--- config.mk ---
export PLATFORM = sky130hd
export DESIGN_NAME = cmr_mac
export DESIGN_NICKNAME = d
export VERILOG_FILES = /design/src/rtl/cmr_pkg.sv /design/src/rtl/cmr_mac.sv
export SDC_FILE = /design/constraint.sdc
export NUM_CORES = 2
export LEC_CHECK = 0
export ABC_AREA = 0
export BUFFER_PORTS_ARGS = -buffer_cell sky130_fd_sc_hd__buf_4
export CAP_MARGIN = 5
export CORE_MARGIN = 10
export CORE_UTILIZATION = 60
export DETAILED_ROUTE_END_ITERATION = 8
export PLACE_DENSITY = 0.82
export SLEW_MARGIN = 20
export SYNTH_ARGS = -nofsm -noshare
export SYNTH_HDL_FRONTEND = slang
export SYNTH_SLANG_ARGS = --single-unit
--- constraint.sdc ---
create_clock -name clk -period 10.1 [get_ports clk]
set_input_delay 1.01 -clock clk [delete_from_list [all_inputs] [get_ports clk]]
set_output_delay 1.01 -clock clk [all_outputs]
set_load 0.1 [all_outputs]
--- src/rtl/cmr_pkg.sv ---
package cmr_pkg;

  localparam int MAX_KEYFRAMES = 64;
  localparam int KF_W          = $clog2(MAX_KEYFRAMES);
  localparam int COMP_N        = 6;
  localparam int COMP_W        = $clog2(COMP_N);
  localparam int POSE_DEPTH    = COMP_N * MAX_KEYFRAMES;
  localparam int POSE_AW       = $clog2(POSE_DEPTH);
  localparam int COUNT_W       = 7;
  localparam int RATIO_W       = 18;
  localparam int COEF_W        = 36;
  localparam int PROD_W        = COEF_W + RATIO_W;
  localparam int ACC_W         = 56;
  localparam int QUOT_W        = 17;
  localparam int DIV_STEPS     = 17;
  localparam int DIV_CNT_W     = $clog2(DIV_STEPS + 1);
  localparam int MIN_KEYS      = 4;

  localparam logic OP_LOAD = 1'b0;
  localparam logic OP_TICK = 1'b1;

  typedef enum logic [4:0] {
    S_IDLE,
    S_LOAD,
    S_ADD,
    S_T1,
    S_T2,
    S_TC,
    S_TN,
    S_DSTART,
    S_DIV,
    S_RATIO,
    S_SQ0,
    S_SQ1,
    S_SQ2,
    S_SQ3,
    S_PRD,
    S_COEF,
    S_MUL,
    S_ACC,
    S_RND,
    S_KEY,
    S_OUT
  } state_t;

  typedef struct packed {
    logic mul_en;
    logic acc_init;
    logic acc_add;
  } mac_ctl_t;

  // clamp a wide signed value to 32 bits
  function automatic logic [31:0] sat32(input logic signed [ACC_W-1:0] v);
    logic [31:0] res;
    if (v[ACC_W-1:31] == '0 || v[ACC_W-1:31] == '1) begin
      res = v[31:0];
    end else if (v[ACC_W-1]) begin
      res = 32'h8000_0000;
    end else begin
      res = 32'h7FFF_FFFF;
    end
    return res;
  endfunction

endpackage

--- src/rtl/cmr_mac.sv ---
module cmr_mac (
  input  logic                                clk,
  input  cmr_pkg::mac_ctl_t                   ctl,
  input  logic signed [cmr_pkg::COEF_W-1:0]   op_a,
  input  logic signed [cmr_pkg::RATIO_W-1:0]  op_b,
  input  logic signed [cmr_pkg::ACC_W-1:0]    acc_seed,
  output logic signed [cmr_pkg::PROD_W-1:0]   prod,
  output logic signed [cmr_pkg::ACC_W-1:0]    acc
);

  // one registered multiplier feeding one accumulator
  always_ff @(posedge clk) begin
    if (ctl.mul_en) begin
      prod <= op_a * op_b;
    end
    if (ctl.acc_init) begin
      acc <= acc_seed;
    end else if (ctl.acc_add) begin
      acc <= acc + cmr_pkg::ACC_W'(prod);
    end
  end

endmodule

-- After elaboration in Yosys (flattened, before gate mapping)
Index checks and enable logic that the tools add are counted.
W data, S select, Z words.
- multiply operators: 1
- reductions and logical operators: 1
- multiplexer cells: 2
- add/subtract/negate cells: 1
- operator list (operator ; number):
    $mux W56 ; 2
    $add A56 B54 Y56 ; 1
    $mul A36 B18 Y54 ; 1
    $reduce_bool A2 Y1 ; 1
- output and inout bits: 110
- flip-flop bits (word level): 110
- input port bits: 114
- word-level logic and storage cells: 7

-- Depth between registers and ports, before layout
- depth in word-level cells: 3
- depth in mapped cells: 27
- mapped depth without buffers: 25

-- Least setup slack after synthesis
No wires, ideal clock.
- kind: input to register
- start point: input op_b[3] in the netlist's numbering
- end point: register prod[53] in the netlist's numbering (data pin)
- setup slack: 3.004 ns
- stages: 25
- arrival time: 6.836 ns
- data required time: 9.840 ns
- buffers on the path: 2
- cell sequence: clkbuf_1 -> clkbuf_1 -> nand2_1 -> inv_1 -> fa_1 -> fa_1 -> inv_1 -> fa_1 -> inv_1 -> fa_1 -> fa_1 -> inv_1 -> fa_1 -> inv_1 -> ha_1 -> a21o_1 -> a21o_1 -> a21o_1 -> a2111oi_0 -> o22a_1 -> nand2_1 -> a211oi_1 -> o31ai_1 -> a21oi_1 -> xnor2_1
- word-level cells in the longest chain between the ends: 1
- RTL lines (item ; RTL line ; text):
    from (decl) ; cmr_mac.sv:5 ; input logic signed [cmr_pkg::RATIO_W-1:0] op_b,
    $mul A36 B18 Y54 ; cmr_mac.sv:14 ; prod <= op_a * op_b;
    to (signal assigned) ; cmr_mac.sv:14 ;
    to (decl) ; cmr_mac.sv:7 ; output logic signed [cmr_pkg::PROD_W-1:0] prod,
No other way between the ends.
A chain may end at the register's enable or synchronous reset.

-- Worst setup path after layout
- start point: input op_b[17] in the netlist's numbering
- end point: register prod[52] in the netlist's numbering (data pin)
The elaborated chain is that of the path after synthesis.

==> impl_results.md <==
* Initial antenna violation count at 2
* DRC violations left at 0
* RSZ-0062 raised after global routing: false
* Net Count, Synth at roughly 4100
* Fin. max-slew vios at 0
* Largest fanout on the critical path at 24
* Final Hold Viols at 0
* Initial Util at between 60 and 70%
* Critical Path AT at slightly below 8 ns
* Min Tclk post-route at 7.67 ns
* Hold Crit Class: flip-flop to flip-flop
* Final wirelength at between 70000 and 80000 microns
* Top delay family on crit path: adder cells
* Crit Path Class: input pin to flip-flop
* Setup TNS at 0 ns
* # rows at 80
* DP Wirelength at 62200 microns
* CTS Buf Count at 9
* CP Capture Type: flip-flop
* Final setup violation count at 0
* Yosys top cell by area: fa_1
* Most frequent cells in the layout: 698 x inv_1, 618 x fa_1, 493 x nand2_1
* Worst-Margin Slew at around 0.93 ns
* Yosys top cell area share at about 42%
* RePlAce Congestion at ~0.98
* DR vias/cell at about 5.7
* GRT Residual Overflow at 0
* Most common cell after layout, fill and taps aside: inv_1
* Status: completed
* Slew margin rel. at 37.8%
* Die height at between 200 and 250 microns
* Synth Cell Area at roughly 30000 sq um
* Top cells by area, synth: fa_1 42%, edfxtp_1 11%, inv_1 9.0%
* Worst Skew at a little over 0.008 ns
* CP bufs+invs at 3
* Postcts setup bufs at 0
* Share of layout cells above drive strength 1 at 8.32%
* Cell mode on critical path: fa_1
* Iteration-0 DRC Markers at roughly 1700
* MaxCap Viol Count at 0
* Final #Nets at between 4000 and 5000
* Port-buffer cells at about 220
* Worst setup margin at 2.43 ns
* Distinct cells, synth at 71
* EDFF count, synth at 110
* IO Count at 224
* CTS tree: done
* ANT nets after route at 0
* Clock Sink Count at 110
* CTS max path bufs at 2
* Synthesis-to-layout area growth at 7.37%
* Worst setup SP type: input pin
* Global-route wire length before repair at 122000 microns
* Period utilization at 76.0%
* Detailed-route via count at 22200
* WL per Instance at 19.1 microns
* Largest net degree at the start of global routing at 72
* Primary FF master, synth: edfxtp_1
* Pre-CTS setup slack at 2.15 ns
* Clock Latency Late Sink at around 0.36 ns
* Sequential share of the synthesized area at a little under an eighth
* GRT Total Usage at about a quarter
* Drt pass-1 iters at 6
* Width of the die at around 240 microns
* Vias in the first global route at 23600
* Gate Count Post-Synth at about 3200
* Slowest CP cell: inv_1
* Hold_buf cts at 0
* Post-cts sizing count at 0
* Yosys warns at 0
* Highest clock rate at 0.130 GHz
* Highest cell delay on the worst timing path at roughly 0.7 ns
* Root Buffer: clkbuf_16
* Core Area at 47800 sq um
* Syn_area_per_cell at 9.05 sq um
* CTS H-tree lvls at 3
* Crit path cell chain: buf_4 -> inv_1 -> buf_4 -> nor2_1 -> fa_1 -> fa_1 -> fa_1 -> fa_1 -> fa_1 -> fa_1 -> ha_1 -> a21o_2 -> a21o_2 -> a21oi_1 -> o21ai_0 -> nor4_1 -> o32a_2 -> a31oi_1 -> or3_4 -> a221oi_2 -> xnor2_1
* Clk slew on worst S/H paths at around 0.070 ns
* Ys async rst share at 0%
* Register bit count reported by yosys at between 100 and 150
* Req. time, crit path at between 10 and 15 ns
* Die Area at between 50000 and 60000 sq um
[layer usage]
| layer | routed length (microns) | part of all wire [%] | global-route usage, % | up-vias |
|---|---|---|---|---|
| li1 | - | - | - | 9954 |
| met1 | 30800 | 41 | 35.1 | 11100 |
| met2 | 34900 | 46 | 43.4 | 1063 |
| met3 | 7310 | 9.7 | 5.64 | 140 |
| met4 | 2020 | 2.7 | 7.23 | 2 |
| met5 | 11 | 0.015 | 0 | - |
[cells in the mapped netlist, types with 50 or more instances]
cell,number
o21ai_0,108
inv_1,698
clkbuf_1,149
fa_1,618
xnor2_1,67
edfxtp_1,110
ha_1,184
a21oi_1,107
nor2_1,84
nand2_1,493
a21o_1,50
and2_1,252
[worst reg2reg max path: stages, from the launching register on]
cell,delay (ns)
edfxtp_1,0.46
ha_1,0.37
o21ai_0,0.11
o21ai_1,0.30
nand3_1,0.22
a211oi_1,0.43
o2111ai_1,0.27
a211oi_1,0.42
a21oi_1,0.23
o21ai_2,0.31
xnor2_1,0.15
o21ai_0,0.09
[metrics by stage]
step	hold slack (ns)	std cells	util, %	area (sq um)
finish	0.711	3924	65.4	31300
global route	0.737	3922	65.4	31300
CTS	0.712	3922	65.4	31300
detailed placement	0.703	3906	64.8	31000
global placement	0.683	3906	64.8	31000
floorplan	1.12	3220	-	29200
[flip-flops by register name, indices dropped and copies added, names as in the netlist]
name,cells
acc,56
prod,54
[logic make-up after synthesis]
| family | count (synthesis) | synth area share, % |
|---|---|---|
| buffers and inverters | 853 | 11.0 |
| muxes | 2 | 0.0772 |
| xor gates and xnor gates | 100 | 3.00 |
| adders and majority gates | 802 | 50.3 |
| AOI/OAI and AO/OA | 393 | 8.59 |
| DFF | 110 | 11.3 |
| and+or+nand+nor | 960 | 15.6 |
[layout make-up]
cell class / count / area [sq um]
Inverter: 698 / 2620
Clock inverter: 6 / 42.5
Fill cell: 3820 / 16500
Clock buffer: 10 / 229
Sequential cell: 110 / 3300
Tap cell: 615 / 769
Multi-Input combinational cell: 2257 / 22600
Antenna cell: 2 / 5.00
Timing Repair Buffer: 226 / 1700
[worst paths after layout]
kind,from,end,slack (ns),cells after the start
max,op_b[17],prod[52],2.43,21
min,acc[0],acc[0],0.71,2
max reg2reg,acc[2],acc[49],6.46,11
min reg2reg,acc[0],acc[0],0.71,2
Power is not shown: default switching activity piles up to over one toggle a cycle in this logic, so the estimate is an artifact.
