$ cat src/rtl/cmr_pkg.sv
package cmr_pkg;

  localparam int MAX_KEYFRAMES = 64;
  localparam int KF_W          = $clog2(MAX_KEYFRAMES);
  localparam int COMP_N        = 6;
  localparam int COMP_W        = $clog2(COMP_N);
  localparam int POSE_DEPTH    = COMP_N * MAX_KEYFRAMES;
  localparam int POSE_AW       = $clog2(POSE_DEPTH);
  localparam int COUNT_W       = 7;
  localparam int RATIO_W       = 18;
  localparam int COEF_W        = 36;
  localparam int PROD_W        = COEF_W + RATIO_W;
  localparam int ACC_W         = 56;
  localparam int QUOT_W        = 17;
  localparam int DIV_STEPS     = 17;
  localparam int DIV_CNT_W     = $clog2(DIV_STEPS + 1);
  localparam int MIN_KEYS      = 4;

  localparam logic OP_LOAD = 1'b0;
  localparam logic OP_TICK = 1'b1;

  typedef enum logic [4:0] {
    S_IDLE,
    S_LOAD,
    S_ADD,
    S_T1,
    S_T2,
    S_TC,
    S_TN,
    S_DSTART,
    S_DIV,
    S_RATIO,
    S_SQ0,
    S_SQ1,
    S_SQ2,
    S_SQ3,
    S_PRD,
    S_COEF,
    S_MUL,
    S_ACC,
    S_RND,
    S_KEY,
    S_OUT
  } state_t;

  typedef struct packed {
    logic mul_en;
    logic acc_init;
    logic acc_add;
  } mac_ctl_t;

  // clamp a wide signed value to 32 bits
  function automatic logic [31:0] sat32(input logic signed [ACC_W-1:0] v);
    logic [31:0] res;
    if (v[ACC_W-1:31] == '0 || v[ACC_W-1:31] == '1) begin
      res = v[31:0];
    end else if (v[ACC_W-1]) begin
      res = 32'h8000_0000;
    end else begin
      res = 32'h7FFF_FFFF;
    end
    return res;
  endfunction

endpackage

$ cat src/rtl/cmr_div.sv
module cmr_div (
  input  logic                        clk,
  input  logic                        rst,
  input  logic                        start,
  input  logic [31:0]                 num_mag,
  input  logic [31:0]                 den_mag,
  output logic                        busy,
  output logic [cmr_pkg::QUOT_W-1:0]  quot
);

  logic [32:0]                      rem;
  logic [31:0]                      den;
  logic [cmr_pkg::DIV_CNT_W-1:0]    cnt;
  logic [32:0]                      diff;
  logic                             ge;

  // restoring division, one quotient bit a cycle
  assign ge   = rem >= {1'b0, den};
  assign diff = rem - {1'b0, den};

  always_ff @(posedge clk) begin
    if (rst) begin
      busy <= 1'b0;
      cnt  <= '0;
    end else if (start) begin
      busy <= 1'b1;
      cnt  <= cmr_pkg::DIV_CNT_W'(cmr_pkg::DIV_STEPS);
      rem  <= {1'b0, num_mag};
      den  <= den_mag;
      quot <= '0;
    end else if (busy) begin
      quot <= {quot[cmr_pkg::QUOT_W-2:0], ge};
      rem  <= ge ? {diff[31:0], 1'b0} : {rem[31:0], 1'b0};
      cnt  <= cnt - 1'b1;
      if (cnt == cmr_pkg::DIV_CNT_W'(1)) begin
        busy <= 1'b0;
      end
    end
  end

endmodule

$ cat config.mk
export PLATFORM = sky130hd
export DESIGN_NAME = cmr_div
export DESIGN_NICKNAME = d
export VERILOG_FILES = /design/src/rtl/cmr_pkg.sv /design/src/rtl/cmr_div.sv
export SDC_FILE = /design/constraint.sdc
export NUM_CORES = 1
export LEC_CHECK = 0
export BUFFER_PORTS_ARGS = -buffer_cell sky130_fd_sc_hd__buf_2
export CAP_MARGIN = 20
export CORE_ASPECT_RATIO = 0.8
export CORE_MARGIN = 1.5
export CORE_UTILIZATION = 62
export DETAILED_ROUTE_END_ITERATION = 10
export PLACE_DENSITY = 0.86
export SETUP_SLACK_MARGIN = 0.5
export SLEW_MARGIN = 0
export SYNTH_ARGS = -nofsm -noshare
export SYNTH_HDL_FRONTEND = slang
export SYNTH_SLANG_ARGS = --single-unit
$ cat constraint.sdc
create_clock -name clk -period 8.7 [get_ports clk]
set_clock_uncertainty 0.05 [all_clocks]
set_input_delay 0.435 -clock clk [delete_from_list [all_inputs] [get_ports clk]]
set_output_delay 0.435 -clock clk [all_outputs]
set_load 0.02 [all_outputs]
Word-level counts from Yosys, hierarchy flattened
Index checks and enable logic that the tools add are counted.

operators by class
  add/subtract/negate cells = 2
  magnitude comparators = 1
  eq/ne operators = 1
  muxes and demuxes = 9
  bitwise gates (word level) = 1
  reduce and logical (&&, ||, !) cells = 4

operators by type and width
  kind                                                  number
  two-way mux 33 bit                                    2
  greater-or-equal comparator 33 x 32 -> 1 bit          1
  two-way mux 32 bit                                    1
  subtractor 32 bit                                     1
  two-way mux 17 bit                                    1
  two-way mux 5 bit                                     2
  equality test 5 x 1 -> 1 bit (second input constant)  1
  subtractor 5 x 1 -> 5 bit (second input constant)     1
  AND reduction 2 bit                                   2
  two-way mux 1 bit                                     3
  nonzero test 2 bit                                    1
  OR reduction 2 bit                                    1
  inverter 1 bit                                        1

word-level totals
  flip-flop bits (word level) = 88
  input port bits = 67
  output and inout port bits = 18
  logic and storage cells = 25

Longest topological paths before layout
Gate-level depths: netlist (run 1).

  depth after elaboration = 4
  depth in mapped cells = 13
  mapped depth without buffers = 12

Worst setup path after synthesis (run 1)
Ideal clock, no wire load.

  path kind = input-to-reg
  start point = in start
  end point = reg quot[0] in the netlist's numbering (enable)
  setup time = 0.459 ns
  arrival time = 2.872 ns
  data required time = 8.191 ns
  slack = 5.319 ns
  cell stages on the path = 3
  buffers on the path = 1
  cell sequence = clkbuf_1 -> nor2_1 -> nor2_1

on the way
  cells in the longest elaborated chain, start to end = 2

ends and longest elaborated chain
  element                               line           text
  start, declared                       cmr_div.sv:4   input logic start,
  nonzero test 2 bit (no source line)   -
  AND reduction 2 bit (no source line)  -
  end signal, assigned                  cmr_div.sv:32  quot <= {quot[cmr_pkg::QUOT_W-2:0], ge};
  end, declared                         cmr_div.sv:8   output logic [cmr_pkg::QUOT_W-1:0] quot

Every way passes these cells.
A chain may end at the register's enable or synchronous reset.

Final worst setup path (run 1)
  start point = reg rem[26]
  end point = reg rem[1], data pin

on the way
  cells in the longest elaborated chain, start to end = 4

ends and longest elaborated chain
  element                                       line           text
  start, declared                               cmr_div.sv:11  logic [32:0] rem;
  start signal, assigned                        cmr_div.sv:28  rem <= {1'b0, num_mag};
  start signal, assigned                        cmr_div.sv:33  rem <= ge ? {diff[31:0], 1'b0} : {rem[31:0], 1'b0};
  greater-or-equal comparator 33 x 32 -> 1 bit  cmr_div.sv:18  assign ge = rem >= {1'b0, den};
  two-way mux 33 bit                            cmr_div.sv:33
  two-way mux 33 bit                            cmr_div.sv:31  end else if (busy) begin
  two-way mux 32 bit                            cmr_div.sv:25  end else if (start) begin

Every way passes these cells. The select of a mux whose other input is x is not followed.

==> results of run 1 <==
## routing by layer
layer	GRT usage	up-vias	wire length, um
met5	0	-	0
met4	0.112	0	221
met3	0.0621	24	813
met2	0.425	189	5530
met1	0.350	2087	5370
li1	-	2152	-
## per-stage QoR
| step | cells | total power [mW] | instance area [um2] |
|---|---|---|---|
| after floorplan | 554 | 0.796 | 5480 |
| after global placement | 726 | 0.862 | 5950 |
| after detailed placement | 726 | 0.874 | 5950 |
| after CTS | 742 | 1.16 | 6150 |
| after global routing | 742 | 1.22 | 6150 |
| final | 742 | 1.16 | 6150 |
## where the power goes
group          leakage [nW]  total (mW)  switching (mW)  internal [mW]
registers             0.830       0.523          0.0164          0.506
clock network        0.0916       0.286           0.154          0.132
logic                  1.72       0.350           0.207          0.143
total                  2.64        1.16           0.377          0.782
## synthesized netlist by cell type (5+ instances only)
cell      count
xnor2_1      18
o21ai_0      16
a31oi_1      23
nand4_1       6
mux2i_1       7
xor2_1        9
nand2_1      66
clkbuf_1     17
ha_1         34
a21oi_1      29
nand3_1      20
inv_1        48
nor3_1       12
edfxtp_1     82
and3_1        9
nor2_1       36
buf_2         5
dfxtp_1       6
a21o_1       14
nor2b_1      19
## critical path, cell delays in order, from the launching register on
cell and delay, ps:
edfxtp_1 400, ha_1 450, a21o_1 250, a21o_1 190, a21oi_2 150, a21boi_4 240
nor2_2 70, nor3_2 650, buf_4 380, mux2i_1 110, mux2_2 270
## area by class of cell
class,count,share of cell area
tap,112,0.0228
clock buffer,9,0.0201
sequential,88,0.420
inverter,48,0.0293
timing repair buffer,89,0.0745
clock inverter,7,0.0116
multi-input combinational,389,0.422
## registers in the layout, summed over array words and instances, names as in the netlist
name,cells
rem,33
den,32
quot,17
cnt,5
busy,1
## logic make-up after synthesis
family	share of synthesized area
and+or+nand+nor	0.171
AOI/OAI and AO/OA	0.160
muxes	0.0148
buffers and inverters	0.0587
xor gates and xnor gates	0.0431
adders and majority gates	0.0813
DFF	0.471
## placed cells by master, fill, tap and decap left out, types with 4 or more instances in the layout
cell,instances
mux2i_1,7
o211ai_1,4
buf_4,5
nor2_1,34
inv_1,48
and3_1,9
xnor2_1,18
nand3_1,20
dfxtp_1,6
xor2_1,9
o21ai_0,16
buf_2,84
nor2b_1,19
a21oi_1,29
edfxtp_1,82
nand2_1,66
a31oi_1,23
o21bai_1,4
a21o_1,14
nor3_1,11
a211oi_1,4
nand4_1,6
nor4_1,4
ha_1,34
a221o_1,4
clkbuf_8,9
## path summary, 6_finish.rpt
check | start | endpoint
max reg2reg | rem[26] | rem[1]
min reg2reg | cnt[1] | cnt[1]
min | den_mag[0] | den[0]
max | rem[26] | rem[1]
==> flow_metrics.env, run 1 <==
export IMPL_status="completed"
export IMPL_final_fill_count=592
export IMPL_postRouteAntennaNets=0
export IMPL_first_pass_iters=5
export IMPL_cts_tree="yes"
export IMPL_clk_path_buf_depth=2
export IMPL_gr_total_overflow=0
export IMPL_portBuffers=84
export IMPL_final_hold_violation_count=0
export IMPL_maxCapViolations=0
export IMPL_synth_cell_area_um2=5480
export IMPL_nets=727
export IMPL_rsz0062_at_grt="no"
export IMPL_drt_total_wl_um=11900
export IMPL_yosys_area_top_type_share=0.449
export IMPL_ys_warn_count=0
export IMPL_avgSynthCellArea_um2=9.89
export IMPL_fin_hold_ws_ps=162
export IMPL_tns_ps=0
export IMPL_setup_viol_count_final=0
export IMPL_grt_max_degree=49
export IMPL_post_cts_buffers=0
export IMPL_register_area_um2=2580
export IMPL_grt_pass1_wl_um=19100
export IMPL_numCtsBuffers=9
export IMPL_crit_arrival_ps=3540
export IMPL_routed_via_count=4452
export IMPL_seq_area_frac_synth=0.471
export IMPL_drt_iter0_drc=326
export IMPL_min_period_over_period=0.396
export IMPL_synth_edf_count=82
export IMPL_clock_tree_root_cell="clkbuf_8"
export IMPL_syn_to_final_growth_pct=12.2
export IMPL_p_leak_nw=2.64
export IMPL_start_kind="register"
export IMPL_ir_worst_vdd_v=0.000127
export IMPL_tightestPinTransition_ps=942
export IMPL_dp_slack_ps=5320
export IMPL_final_setup_worst_slack_ps=5260
export IMPL_cts_htree_levels=3
export IMPL_ios=85
export IMPL_min_path_cells=1
export IMPL_ctsResizeCount=0
export IMPL_synth_ff_latch_count=88
export IMPL_drc_errors=0
export IMPL_first_global_vias=4173
export IMPL_start_util=0.643
export IMPL_worstPathMaxFanout=19
export IMPL_clk_pin_slew_ps=90
export IMPL_r2r_setup_slack_ps=5260
export IMPL_n_antenna_cell=0
export IMPL_synth_cells=554
export IMPL_clock_latency_ps=390
export IMPL_drv_slew=0
export IMPL_postCtsHoldBufs=0
export IMPL_die_w_um=108
export IMPL_critPathKind="reg -> reg"
export IMPL_drive_above_1_share=0.197
export IMPL_antenna_found_initial=0
export IMPL_hold_path_class="in -> reg"
export IMPL_ff2ff_path_depth=10
export IMPL_coreArea_um2=8520
export IMPL_chipHeight_um=87.1
export IMPL_clock_sinks=88
export IMPL_max_freq_mhz=291
export IMPL_period_needed_ps=3440
export IMPL_post_route_util=0.722
export IMPL_vias_per_cell=6.00
export IMPL_worstSetupEndpointType="register"
export IMPL_power_density_nw_per_um2=188
export IMPL_rows=30
export IMPL_ys_types=65
export IMPL_die_area_um2=9420
export IMPL_synthFlopType="edfxtp_1"
export IMPL_synth_top_cell_by_area="edfxtp_1"
export IMPL_relSlewSlack=0.372
export IMPL_synth_fp_nets=656
export IMPL_track_usage=0.266
export IMPL_avgRoutedWirePerCell_um=16.1
export IMPL_synthTopCellsByArea="edfxtp_1 45%, ha_1 7.8%, nand2_1 4.5%, inv_1 3.3%, xnor2_1 2.9%"
export IMPL_place_congestion=0.951
export IMPL_multi_input_area_um2=2590
export IMPL_dp_hpwl_um=8580
export IMPL_synthArstFlopShare=0
export IMPL_critical_path_required_ps=8800
(Power assumes the default switching activity.)
==> inputs of run 2 (changes only) <==
Settings changed: CORE_UTILIZATION 62 to 52, PLACE_DENSITY 0.86 to 0.77.
Clock period 8.7 ns to 2.9 ns, I/O delays scaled along.
==> run 2 against run 1 <==
Compared with the run above: sequential power rose to 3.1 times the previous value; core utilization up 11 points; total power increased to 4.3 times the previous value; the run now ends with negative setup slack left; sequential share of layout area shrank 12 points; register-to-register slack got worse by 5400 ps; global-route usage increased by 4.0 points; highest routed layer unchanged; non-clock buffer count up 117.
==> flow_metrics.env, run 2 (synthesis gave the netlist of run 1 again) <==
export IMPL_status="finished with violations"
export IMPL_failed_checks="negative setup slack"
export IMPL_clk_pin_slew_ps=70
export IMPL_cts_htree_levels=3
export IMPL_largest_register="rem"
export IMPL_p_switching_mw=1.71
export IMPL_ff2ff_path_depth=11
export IMPL_drt_total_wl_um=21100
export IMPL_final_common_cell="buf_2"
export IMPL_final_fill_count=491
export IMPL_min_period_over_period=1.05
export IMPL_fin_area_um2=8490
export IMPL_start_util=0.535
export IMPL_syn_to_final_growth_pct=54.9
export IMPL_rows=33
export IMPL_dp_hpwl_um=9370
export IMPL_final_cells=887
export IMPL_relSlewSlack=0.389
export IMPL_clk_path_buf_depth=2
export IMPL_seqPwrFrac=0.323
export IMPL_pwr_share_clk=0.262
export IMPL_finalPower_mw=4.97
export IMPL_final_setup_worst_slack_ps=-145
export IMPL_min_path_cells=2
export IMPL_crit_slowest_cell="edfxtp_1"
export IMPL_crit_arrival_ps=3110
export IMPL_portBuffers=84
export IMPL_n_antenna_cell=0
export IMPL_clock_sinks=88
export IMPL_top_regs="rem: 33 flops, den: 32 flops, quot: 17 flops"
export IMPL_nets=844
export IMPL_ios=85
export IMPL_p_leak_nw=3.49
export IMPL_place_area_um2=6230
export IMPL_coreArea_um2=10200
export IMPL_postRouteAntennaNets=0
export IMPL_clock_tree_root_cell="clkbuf_16"
export IMPL_die_area_um2=11200
export IMPL_critPathKind="reg -> reg"
export IMPL_antenna_found_initial=0
export IMPL_vias_per_cell=6.56
export IMPL_place_congestion=0.928
export IMPL_hold_path_class="in -> reg"
export IMPL_period_needed_ps=3050
export IMPL_die_w_um=118
export IMPL_cts_tree="yes"
export IMPL_setup_viol_count_final=8
export IMPL_grt_pass1_wl_um=26400
export IMPL_worstPathMaxFanout=5
export IMPL_drc_errors=0
export IMPL_rsz0062_at_grt="yes"
export IMPL_largest_register_ffs=33
export IMPL_crit_path_cell_trace="ha_4 > buf_12 > o21ai_0 > a21oi_2 > nand3_1 > nand3_2 > a221oi_4 > buf_6 > o41ai_4 > xor2_1 > a221o_1"
export IMPL_gr_total_overflow=0
export IMPL_start_kind="register"
export IMPL_chipHeight_um=94.8
export IMPL_final_cell_mix="84 x buf_2, 82 x edfxtp_1, 67 x buf_4"
export IMPL_critical_path_required_ps=2960
export IMPL_dp_cells=771
export IMPL_p_int_mw=3.26
export IMPL_clock_latency_ps=360
export IMPL_critPathMaxStageDelay_ps=450
export IMPL_dp_slack_ps=41.3
export IMPL_tightestPinTransition_ps=915
export IMPL_track_usage=0.306
export IMPL_worstSetupEndpointType="register"
export IMPL_ir_worst_vdd_v=0.000386
export IMPL_routed_via_count=5818
export IMPL_first_pass_iters=7
export IMPL_fin_hold_ws_ps=27.0
export IMPL_power_density_nw_per_um2=585
export IMPL_pwr_share_comb=0.415
export IMPL_drv_slew=0
export IMPL_final_hold_violation_count=0
export IMPL_max_freq_mhz=328
export IMPL_drt_iter0_drc=862
export IMPL_drive_above_1_share=0.435
export IMPL_numCtsBuffers=9
export IMPL_avgRoutedWirePerCell_um=23.8
export IMPL_grt_max_degree=46
export IMPL_maxCapViolations=0
export IMPL_power_switching_share=0.344
export IMPL_first_global_vias=5334
-- run 2: cell types whose count changed in the layout (fill, tap and decap cells not counted), sizes merged --
| cell | change |
|---|---|
| buf | +85 |
| clkinv | +1 |
| clkinvlp | -2 |
| dlygate4sd3 | +32 |
| bufinv | +1 |
-- run 2: final cells by class --
cell class / count / area (um2) / area share
Multi-Input combinational cell: 389 / 3600 / 0.424
Clock inverter: 7 / 95.1 / 0.0112
Clock buffer: 9 / 225 / 0.0265
Timing Repair Buffer: 206 / 1630 / 0.192
Tap cell: 140 / 175 / 0.0206
Sequential cell: 88 / 2580 / 0.304
Inverter: 48 / 180 / 0.0212
-- run 2: layer usage --
layer  share of wire  track usage  vias to the layer above
met3            0.10       0.0737                      165
met4           0.068        0.182                        0
met5               0            0                        -
met2            0.47        0.520                      491
met1            0.36        0.357                     2764
li1                -            -                     2398
-- run 2: final timing paths --
| path | from | to | slack, ps |
|---|---|---|---|
| worst max-delay path | rem[6] | rem[29] | -150 |
| worst min-delay path | num_mag[0] | rem[0] | 30 |
| worst max register to register | rem[6] | rem[29] | -150 |
| worst min register to register | cnt[1] | cnt[1] | 450 |
-- run 2: per-stage QoR --
| stage | setup TNS (ps) | utilization |
|---|---|---|
| 2_1_floorplan | 0 | - |
| 3_3_place_gp | 0 | 0.609 |
| 3_5_place_dp | 0 | 0.609 |
| 4_1_cts | 0 | 0.751 |
| 5_1_grt | -1550 | 0.829 |
| 6_report | -529 | 0.829 |
-- run 2: timing repair --
action,CTS,global route
setup buffers,38,25
gates resized for setup,73,109
endpoints found under the setup margin,33,33
cloned,5,0
hold endpoints to repair,32,0
hold buffers,32,0
pin swaps,28,58
-- run 2: critical path, delay by kind of cell (launching register included) --
family	cells	cell delay, ps
AO/OA/AOI/OAI	5	1240
flip-flops	1	450
buffers and inverters	2	290
adder cells (fa/ha/maj)	1	290
AND/OR/NAND/NOR	2	270
XOR/XNOR	1	190
-- run 2: power by group through the flow --
stage | Clock, mW | Combinational (mW) | Sequential (mW)
4_1_cts | 1.28 | 1.53 | 1.59
5_1_grt | 1.34 | 2.14 | 1.61
6_report | 1.30 | 2.06 | 1.61
3_3_place_gp | 0 | 1.10 | 1.60
3_5_place_dp | 0 | 1.12 | 1.60
2_1_floorplan | 0 | 0.827 | 1.61
==> inputs of run 3 (changes only) <==
Settings changed: MAX_ROUTING_LAYER from default to met4.
==> run 3 against run 2 <==
Compared with the run above: the flow still finishes with violations (negative setup slack); critical path depth down 1; combinational power shrank 9%; via count is 5.4% lower; setup slack gained 29 ps; fmax increased by 0.97%; total power is 2.0% lower; core utilization decreased by 1.7 points; sequential cell count did not move; count of clock-buffer cells in the layout stayed put.
==> flow_metrics.env, run 3 (synthesis gave the netlist of run 1 again) <==
export IMPL_die_area_um2=11200
export IMPL_grt_max_degree=46
export IMPL_place_congestion=0.929
export IMPL_first_pass_iters=5
export IMPL_n_antenna_cell=0
export IMPL_hold_end="rem[1]"
export IMPL_finalPower_mw=4.87
export IMPL_fin_area_um2=8320
export IMPL_final_hold_violation_count=0
export IMPL_clock_latency_ps=360
export IMPL_max_freq_mhz=332
export IMPL_dp_hpwl_um=9490
export IMPL_antenna_found_initial=0
export IMPL_routed_via_count=5504
export IMPL_vias_per_cell=6.25
export IMPL_r2r_setup_slack_ps=-120
export IMPL_final_fill_count=545
export IMPL_critical_path_required_ps=2950
export IMPL_avgRoutedWirePerCell_um=22.0
export IMPL_portBuffers=84
export IMPL_final_setup_worst_slack_ps=-116
export IMPL_r2r_end="rem[29]"
export IMPL_cts_tree="yes"
export IMPL_start_kind="register"
export IMPL_drc_errors=0
export IMPL_tns_ps=-217
export IMPL_grt_pass1_wl_um=25000
export IMPL_failed_checks="negative setup slack"
export IMPL_dp_slack_ps=31.1
export IMPL_final_common_cell="buf_2"
export IMPL_min_period_over_period=1.04
export IMPL_die_w_um=118
export IMPL_period_needed_ps=3020
export IMPL_min_from="num_mag[1]"
export IMPL_setup_viol_count_final=3
export IMPL_drt_total_wl_um=19300
export IMPL_r2r_start="rem[11]"
export IMPL_ir_worst_vdd_v=0.000330
export IMPL_nets=837
export IMPL_rsz0062_at_grt="yes"
export IMPL_rows=33
export IMPL_ff2ff_path_depth=10
export IMPL_clock_tree_root_cell="clkbuf_16"
export IMPL_ios=85
export IMPL_track_usage=0.295
export IMPL_chipHeight_um=94.8
export IMPL_critPathKind="reg -> reg"
export IMPL_tightestPinTransition_ps=894
export IMPL_p_leak_nw=3.41
export IMPL_largest_register_ffs=33
export IMPL_status="finished with violations"
export IMPL_final_cell_mix="84 x buf_2, 82 x edfxtp_1, 55 x buf_4"
export IMPL_drive_above_1_share=0.414
export IMPL_min_path_cells=2
export IMPL_fin_hold_ws_ps=41.5
export IMPL_crit_arrival_ps=3070
export IMPL_dp_cells=773
export IMPL_numCtsBuffers=9
export IMPL_drt_iter0_drc=695
export IMPL_postRouteAntennaNets=0
export IMPL_syn_to_final_growth_pct=51.7
export IMPL_first_global_vias=5149
export IMPL_post_route_util=0.812
export IMPL_power_density_nw_per_um2=585
export IMPL_hold_path_class="in -> reg"
export IMPL_worstSetupEndpointType="register"
export IMPL_start_util=0.535
export IMPL_gr_total_overflow=0
export IMPL_final_cells=880
export IMPL_drv_slew=0
export IMPL_clock_sinks=88
export IMPL_largest_register="rem"
export IMPL_clk_path_buf_depth=2
export IMPL_top_regs="rem: 33 flops, den: 32 flops, quot: 17 flops"
export IMPL_coreArea_um2=10200
export IMPL_relSlewSlack=0.403
export IMPL_cts_htree_levels=3
export IMPL_clk_pin_slew_ps=70
export IMPL_place_area_um2=6250
export IMPL_maxCapViolations=0
export IMPL_worstPathMaxFanout=6
==> run 3: what timing repair did <==
action / CTS / global route
hold endpoints to repair: 32 / 0
hold buffers: 32 / 0
setup endpoints to repair: 33 / 33
cloned: 1 / 3
buffers inserted: 40 / 15
gates resized for setup: 60 / 101
pin swaps: 24 / 36
==> run 3: layout make-up <==
| cell class | instances | area [um2] | share of cell area |
|---|---|---|---|
| multi-input combinational | 389 | 3500 | 0.420 |
| timing repair buffer | 199 | 1540 | 0.185 |
| sequential | 88 | 2580 | 0.311 |
| clock inverter | 7 | 119 | 0.0143 |
| clock buffer | 9 | 225 | 0.0271 |
| inverter | 48 | 180 | 0.0217 |
| tap | 140 | 175 | 0.0211 |
==> run 3: report_power, final <==
| group | internal, mW | switching, mW | total [mW] | leakage (nW) |
|---|---|---|---|---|
| combinational | 0.887 | 0.996 | 1.88 | 2.42 |
| clock | 0.844 | 0.538 | 1.38 | 0.162 |
| sequential | 1.52 | 0.0792 | 1.60 | 0.830 |
| total | 3.25 | 1.61 | 4.87 | 3.41 |
==> run 3: worst max path at each step <==
stage          startpoint  slack (ps)  cells after the start      end
2_1_floorplan      rem[0]         210                     12  rem[25]
3_3_place_gp       rem[0]          70                     11  rem[31]
3_5_place_dp       rem[0]          30                     13  rem[29]
4_1_cts            rem[0]          80                     13  rem[29]
5_1_grt           rem[11]        -150                     10  rem[29]
6_report          rem[11]        -120                     10  rem[29]
==> run 3: routing by layer <==
layer | global-route usage | vias up | share of wire | wire [um]
met5 | - | - | 0 | 0
met4 | 0.120 | 0 | 0.057 | 1100
met3 | 0.0537 | 124 | 0.097 | 1880
met2 | 0.498 | 427 | 0.48 | 9310
met1 | 0.354 | 2574 | 0.36 | 7040
li1 | - | 2379 | - | -
==> run 3: critical path: stages, from the launching register on <==
cell	delay (ps)
edfxtp_1	450
ha_4	300
a21oi_1	330
o21ai_0	240
nand3_1	160
nand3_2	130
a221oi_4	330
buf_4	180
o41ai_2	60
xor2_1	180
a221o_1	340
